File: src/rtl/core/bdy_pkg.sv
// Buddy allocator package: command, status and mark codes, fixed widths.
// Used by bdy_cfg, bdy_seq, buddy_allocator_top and bdy_chk. No dependencies.
`default_nettype none
package bdy_pkg;

  localparam int GRAN_LOG = 5;
  localparam int CNT_W    = 12;
  localparam int CMD_W    = 2;
  localparam int ST_W     = 3;
  localparam int MSZ_W    = 17;
  localparam int BYTE_W   = 16;

  localparam logic [CMD_W-1:0] CMD_ALLOC  = 2'd0;
  localparam logic [CMD_W-1:0] CMD_FREE   = 2'd1;
  localparam logic [CMD_W-1:0] CMD_REINIT = 2'd2;

  localparam logic [ST_W-1:0] ST_OK      = 3'd0;
  localparam logic [ST_W-1:0] ST_ZERO    = 3'd1;
  localparam logic [ST_W-1:0] ST_NOMEM   = 3'd2;
  localparam logic [ST_W-1:0] ST_NULL    = 3'd3;
  localparam logic [ST_W-1:0] ST_BADFREE = 3'd4;

  localparam logic [1:0] MARK_NONE = 2'd0;
  localparam logic [1:0] MARK_FREE = 2'd1;
  localparam logic [1:0] MARK_USED = 2'd2;

  // smallest order whose size exceeds the header, at least one granule
  function automatic int min_order(input int header);
    int m;
    m = 0;
    while ((1 << m) <= header) m++;
    return (m < GRAN_LOG) ? GRAN_LOG : m;
  endfunction

endpackage
`default_nettype wire

File: src/rtl/core/bdy_cfg.sv
// APB-style register port holding the managed region size.
// Depends on bdy_pkg.
`default_nettype none
module bdy_cfg
  import bdy_pkg::*;
(
  input  logic             clk,
  input  logic             rst,
  input  logic             psel,
  input  logic             penable,
  input  logic             pwrite,
  input  logic [2:0]       paddr,
  input  logic [31:0]      pwdata,
  output logic [31:0]      prdata,
  output logic             pready,
  output logic [MSZ_W-1:0] region_size
);

  assign pready = 1'b1;
  assign prdata = paddr[2] ? 32'd0 : 32'(region_size);

  always_ff @(posedge clk) begin
    if (rst) begin
      region_size <= MSZ_W'(65536);
    end else if (psel && penable && pwrite && !paddr[2]) begin
      region_size <= pwdata[MSZ_W-1:0];
    end
  end

endmodule
`default_nettype wire

File: config.mk
export PLATFORM = sky130hd
export DESIGN_NAME = bdy_cfg
export DESIGN_NICKNAME = d
export VERILOG_FILES = /design/src/rtl/core/bdy_pkg.sv /design/src/rtl/core/bdy_cfg.sv
export SDC_FILE = /design/constraint.sdc
export NUM_CORES = 1
export LEC_CHECK = 0
export ABC_AREA = 1
export BUFFER_PORTS_ARGS = -buffer_cell sky130_fd_sc_hd__buf_2
export CORE_MARGIN = 3
export CORE_UTILIZATION = 41
export CTS_CLUSTER_SIZE = 30
export DETAILED_ROUTE_END_ITERATION = 8
export MAX_ROUTING_LAYER = met4
export PLACE_DENSITY = 0.91
export SLEW_MARGIN = 20
export SYNTH_ARGS = -nofsm -noshare
export SYNTH_HDL_FRONTEND = slang
export SYNTH_SLANG_ARGS = --single-unit
File: constraint.sdc
create_clock -name clk -period 3 [get_ports clk]
set_clock_uncertainty 0.15 [all_clocks]
set_input_delay 0.6 -clock clk [delete_from_list [all_inputs] [get_ports clk]]
set_output_delay 0.6 -clock clk [all_outputs]
set_load 0.03 [all_outputs]
==> results of run 1 <==
-- per-stage QoR --
step / cell area [sq um] / total power, mW / hold WS [ns]
after floorplan: 1150 / 0.364 / 0.466
after global placement: 1290 / 0.376 / 0.336
after CTS: 1320 / 0.504 / 0.358
after detailed placement: 1290 / 0.378 / 0.341
final: 1320 / 0.495 / 0.354
after global routing: 1320 / 0.529 / 0.382
-- synth_stat cells --
cell / count / area [sq um]
conb_1: 2 / 7.51
nor2_8: 1 / 20.0
nor2_4: 1 / 11.3
nand2_2: 1 / 6.26
nor2_2: 18 / 113
nand3_1: 17 / 85.1
nand2_4: 1 / 11.3
buf_12: 1 / 20.0
dfxtp_1: 17 / 340
o21ai_0: 1 / 5.00
nand2_1: 17 / 63.8
clkbuf_1: 2 / 7.51
clkinv_1: 1 / 3.75
buf_6: 2 / 22.5
nor2_1: 31 / 116
clkinv_2: 1 / 5.00
inv_1: 35 / 131
buf_4: 17 / 128
-- critical path, cell delays in order --
cell    delay, ns
buf_2        0.33
nor2_1       0.10
buf_2        0.19
-- final cells by class --
class	instances	area, sq um	area share
multi-input combinational	104	492	0.373
sequential	17	340	0.258
timing repair buffer	56	280	0.213
inverter	37	140	0.106
tap	30	37.5	0.0285
clock buffer	3	22.5	0.0171
clock inverter	1	5.00	0.00380
-- per-layer routing --
layer  routed length [um]  track usage
met1                 1000        0.164
met2                 1120        0.258
met3                  218       0.0379
met4                   10       0.0497
met5                    0            -
-- placed cells by master (no fill, tap or decap), drive strengths merged --
| cell type | count |
|---|---|
| clkbuf | 3 |
| nand3 | 17 |
| o21ai | 1 |
| conb | 16 |
| clkinv | 3 |
| nor2 | 51 |
| inv | 35 |
| buf | 56 |
| nand2 | 19 |
| dfxtp | 17 |
-- power by group through the flow --
stage	combinational, mW	sequential (mW)	clock, mW
finish	0.132	0.240	0.123
CTS	0.133	0.240	0.131
detailed placement	0.133	0.245	0
global route	0.145	0.241	0.142
floorplan	0.104	0.260	0
global placement	0.131	0.245	0
-- kinds of logic after synthesis --
logic type	after synthesis	share of synthesized area
AND/OR/NAND/NOR	87	0.389
buffers and inverters	59	0.290
flip-flops	17	0.310
other	2	0.00684
AO/OA/AOI/OAI	1	0.00456
-- path summary, 6_finish.rpt --
path | depth (start not counted) | end | from | slack, ns
max | 3 | prdata[1] | paddr[2] | 1.03
min reg2reg | 2 | region_size[0] | region_size[0] | 0.35
max reg2reg | 2 | region_size[10] | region_size[10] | 2.24
min | 2 | region_size[0] | region_size[0] | 0.35
==> out/results.tsv, run 1 <==
stage	metric	value	unit
run_status	status	complete, no violations	
worst_setup_path	crit path DAT	1.22	ns
placement	GPL Wtd Cong	0.679	
power_and_ir_drop	Pwr Density	376	nW/um^2
floorplanning	die area	3330	sq um
finish	Fillers	270	
flow_run	max-cap violations	0	
routing	Vias/cell	4.07	
placement	dpl cells	244	
clocking	Clock Tree Root	clkbuf_4	
sta	final setup vio count	0	
placement	IO Port Bufs	56	
yosys	syn avg cell area	6.61	sq um
power_and_ir_drop	Psw	0.177	mW
sta	worst slew pin tran	0.520	ns
finish	Inserted Diodes	0	
routing	ANT nets after route	0	
sta	Final Hold Viols	0	
clocking	hold_buf cts	0	
yosys	synth warn	0	
sta	setup ws final	1.03	ns
global_route	initial antenna violation count	0	
sta	Slew HR	0.653	
sta	min Tclk post-route	1.97	ns
placement	pre-CTS WS	1.01	ns
finish	share of cells above drive strength 1	0.381	
sta	Final Cycle Share	0.657	
power_and_ir_drop	sequential share of power	0.485	
worst_setup_path	Setup CP Type	input port to output port	
routing	initial drt markers	15	
global_route	vias in the first global route	846	
floorplanning	Die Span Y	57.7	um
power_and_ir_drop	Comb power frac	0.267	
routing	total number of vias	1009	
clocking	Sink Count	17	
yosys	sequential area share after synthesis	0.310	
power_and_ir_drop	VDD IR-drop max	0.194	mV
min_path	HP Class	flop to flop	
global_route	grt total ovfl	0	
worst_setup_path	Worst EP required	2.25	ns
placement	DP HPWL	1730	um
sta	Fin Setup TNS	0	ns
worst_setup_path	CP startpoint kind	input port	
clocking	clock slew at reported path FFs	0.10	ns
floorplanning	Chip Width	57.7	um
routing	drc violations	0	
clocking	H-tree lvl count	1	
floorplanning	initial cell density of the core	0.439	
sta	Max Clk Rate	0.507	GHz
global_route	largest net degree at the start of global routing	20	
routing	drt total wl	2350	um
yosys	Netlist cell types	18	
clocking	CTS tree	done	
floorplanning	core area	2500	sq um
global_route	GRT Total Usage	0.148	
finish	fin nets	259	
finish	Final Non-Filler Cells	248	
sta	max-slew violation count	0	
clocking	setup bufs post-CTS	0	
power_and_ir_drop	Leak	0.787	nW
clocking	clock latency on the worst-skew pair	0.29	ns
yosys	Mapped Area	1100	sq um
yosys	Syn Inst Count	166	
finish	Regs by FF count	region_size: 17 flops	
floorplanning	Site Rows	18	
finish	largest register by flop count	region_size	
finish	max reg flops	17	
worst_setup_path	critical path endpoint category	output port	
sta	unrepaired setup endpoints after global routing	false	
clocking	Longest Clk Path Bufs	2	
finish	final core occ	0.527	
global_route	global-route wire length before repair	3680	um
routing	Wirelength per Cell	9.46	um
power_and_ir_drop	Clock Power Share	0.248	
power_and_ir_drop	internal power	0.318	mW
finish	P&R area growth vs syn	20.1	%
floorplanning	IO Pins	90	
clocking	PostCTS Resize Cnt	0	
worst_setup_path	Worst Path Max Fanout	19	
clocking	CTS buffer count	3	
routing	DR pass1 iterations	4	
yosys	Yosys reg bits	17	
power_and_ir_drop	Sw Share	0.357	
(Power assumes the default switching activity.)
==> inputs of run 2 (changes only) <==
--- a/config.mk
+++ b/config.mk
@@ -8,11 +8,11 @@
 export ABC_AREA = 1
 export BUFFER_PORTS_ARGS = -buffer_cell sky130_fd_sc_hd__buf_2
 export CORE_MARGIN = 3
-export CORE_UTILIZATION = 41
+export CORE_UTILIZATION = 38
 export CTS_CLUSTER_SIZE = 30
 export DETAILED_ROUTE_END_ITERATION = 8
 export MAX_ROUTING_LAYER = met4
-export PLACE_DENSITY = 0.91
+export PLACE_DENSITY = 0.86
 export SLEW_MARGIN = 20
 export SYNTH_ARGS = -nofsm -noshare
 export SYNTH_HDL_FRONTEND = slang
==> constraint.sdc (replaced) <==
create_clock -name clk -period 2 [get_ports clk]
set_clock_uncertainty 0.15 [all_clocks]
set_input_delay 0.4 -clock clk [delete_from_list [all_inputs] [get_ports clk]]
set_output_delay 0.4 -clock clk [all_outputs]
set_load 0.03 [all_outputs]
==> run 2 against run 1 <==
Compared with the run above: design area hardly changed; combinational power increased by 50%; cell count unchanged; count of clock-buffer cells in the layout is 1 higher; die area up 7.0%; non-clock buffer count unchanged; core utilization fell by 2.3 points; first-iteration DRC count increased by 100%; worst hold slack got worse by 0.18 ns; critical path type unchanged; largest cell class unchanged; highest routed layer unchanged.
==> out/results.tsv, run 2 (synthesis gave the netlist of run 1 again) <==
stage	metric	value	unit	change
clocking	PostCTS Resize Cnt	0		unchanged
sta	Final Cycle Share	0.780		
power_and_ir_drop	Sw Share	0.346		-0.0115
sta	final setup vio count	0		unchanged
clocking	clock latency on the worst-skew pair	0.28	ns	about the same
worst_setup_path	CP startpoint	paddr[2]		
placement	dpl cells	244		unchanged
placement	Cell Area, Placed	1290	sq um	unchanged
sta	Final Hold Viols	0		unchanged
sta	Slew HR	0.661		+0.00806
floorplanning	Die Span Y	59.7	um	+3.5%
clocking	Clock Tree Root	clkbuf_4		
finish	fin nets	259		unchanged
clocking	H-tree lvl count	1		unchanged
placement	GPL Wtd Cong	0.663		-2.4%
power_and_ir_drop	Psw	0.254	mW	+44%
power_and_ir_drop	VDD IR-drop max	0.334	mV	+72%
sta	Max Clk Rate	0.641	GHz	
run_status	status	complete, no violations		
sta	final hold slack	0.178	ns	-0.176 ns
clocking	CTS tree	done		
placement	DP HPWL	1670	um	-3.3%
min_path	hold_sp	pwdata[16]		
finish	Final Non-Filler Cells	248		unchanged
floorplanning	Site Rows	18		unchanged
global_route	grt total ovfl	0		unchanged
power_and_ir_drop	Leak	0.784	nW	-0.35%
global_route	vias in the first global route	833		-1.5%
worst_setup_path	critical path endpoint category	output port		
worst_setup_path	Critical R2R Launch	region_size[3]		
global_route	GRT Total Usage	0.129		-0.0193
worst_setup_path	Slowest cell on crit path	buf_2		
min_path	HP Class	input port to flop		
worst_setup_path	crit path DAT	1.01	ns	-0.21 ns
routing	ANT nets after route	0		unchanged
worst_setup_path	crit-path max cell delay	0.33	ns	about the same
finish	P&R area growth vs syn	20.0	%	about the same
floorplanning	Chip Width	59.7	um	+3.5%
routing	Wirelength per Cell	9.06	um	-4.3%
finish	max reg flops	17		unchanged
global_route	initial antenna violation count	0		unchanged
worst_setup_path	Setup CP Type	input port to output port		
floorplanning	core area	2610	sq um	+4.5%
finish	Regs by FF count	region_size: 17 flops		
sta	worst slew pin tran	0.508	ns	-0.0121 ns
finish	most frequent cells in the layout	buf_2 (56), inv_1 (35), nor2_1 (31), nor2_2 (18)		
routing	initial drt markers	30		+15
power_and_ir_drop	Comb power frac	0.269		+0.002
power_and_ir_drop	internal power	0.480	mW	+51%
routing	drt total wl	2250	um	-4.3%
worst_setup_path	CP startpoint kind	input port		
sta	Fin Setup TNS	0	ns	unchanged
floorplanning	initial cell density of the core	0.420		-0.0189
floorplanning	IO Pins	90		unchanged
routing	Vias/cell	4.13		+1.6%
worst_setup_path	crit-path cells	buf_2 -> nor2_1 -> buf_2		
sta	min Tclk post-route	1.56	ns	
routing	drc violations	0		unchanged
flow_run	max-cap violations	0		unchanged
clocking	hold_buf cts	0		unchanged
finish	Inserted Diodes	0		unchanged
power_and_ir_drop	sequential share of power	0.490		+0.005
sta	setup ws final	0.440	ns	-0.589 ns
placement	pre-CTS WS	0.412	ns	-0.599 ns
finish	largest register by flop count	region_size		
clocking	Sink Count	17		unchanged
routing	DR pass1 iterations	4		unchanged
worst_setup_path	crit path buf inv count	2		unchanged
sta	max-slew violation count	0		unchanged
power_and_ir_drop	Pwr Density	558	nW/um^2	+48%
finish	Final Instance Area	1320	sq um	about the same
worst_setup_path	family with the most delay on the worst path	buffers and inverters		
worst_setup_path	Worst EP required	1.45	ns	-0.80 ns
sta	unrepaired setup endpoints after global routing	false		
finish	share of cells above drive strength 1	0.376		-0.00459
clocking	clock slew at reported path FFs	0.09	ns	about the same
worst_setup_path	Worst Path Max Fanout	19		unchanged
global_route	largest net degree at the start of global routing	20		unchanged
worst_setup_path	Crit path top cell by count	buf_2		
finish	commonest non-fill, non-tap cell in the layout	buf_2		
global_route	global-route wire length before repair	3430	um	-6.9%
power_and_ir_drop	Clock Power Share	0.241		-0.007
floorplanning	die area	3570	sq um	+7.0%
placement	IO Port Bufs	56		unchanged
clocking	setup bufs post-CTS	0		unchanged
routing	total number of vias	1025		+1.6%
clocking	CTS buffer count	3		unchanged
clocking	Longest Clk Path Bufs	2		unchanged
-- run 2: cell count changes in the layout (fill, tap and decap cells not counted), sizes merged --
cell    previous run  this run
clkinv             3         2
clkbuf             3         4
-- run 2: cell type report --
cell class / count / area (sq um)
Inverter: 37 / 140
Clock buffer: 4 / 26.3
Fill cell: 281 / 1300
Timing Repair Buffer: 56 / 280
Multi-Input combinational cell: 104 / 492
Tap cell: 30 / 37.5
Sequential cell: 17 / 340
-- run 2: metrics by stage --
stage,util,total power [mW]
2_1_floorplan,-,0.546
3_3_place_gp,0.494,0.563
3_5_place_dp,0.494,0.566
4_1_cts,0.504,0.748
5_1_grt,0.504,0.777
6_report,0.504,0.734
-- run 2: power by group through the flow --
stage | clock network (mW) | registers [mW] | logic [mW]
after global routing | 0.199 | 0.362 | 0.216
after floorplan | 0 | 0.390 | 0.156
after global placement | 0 | 0.367 | 0.196
after detailed placement | 0 | 0.367 | 0.199
after CTS | 0.189 | 0.360 | 0.199
final | 0.177 | 0.360 | 0.198
-- run 2: worst reg2reg max path, delay by kind of cell, from the launching register on --
family / cells / cell delay [ns]
flops: 1 / 0.35
simple gates: 2 / 0.16
-- run 2: worst paths after layout --
| path | to | slack, ns | cells after the start |
|---|---|---|---|
| max reg2reg | region_size[3] | 1.24 | 2 |
| max | prdata[12] | 0.44 | 3 |
| min reg2reg | region_size[16] | 0.36 | 2 |
| min | region_size[16] | 0.18 | 3 |
-- run 2: metal layers --
layer  GRT usage  vias to the layer above  routed length, um
li1            -                      546                  -
met2       0.228                       42               1090
met5           -                        -                  0
met3      0.0454                        2                192
met4      0.0190                        0                  7
met1       0.141                      435                960
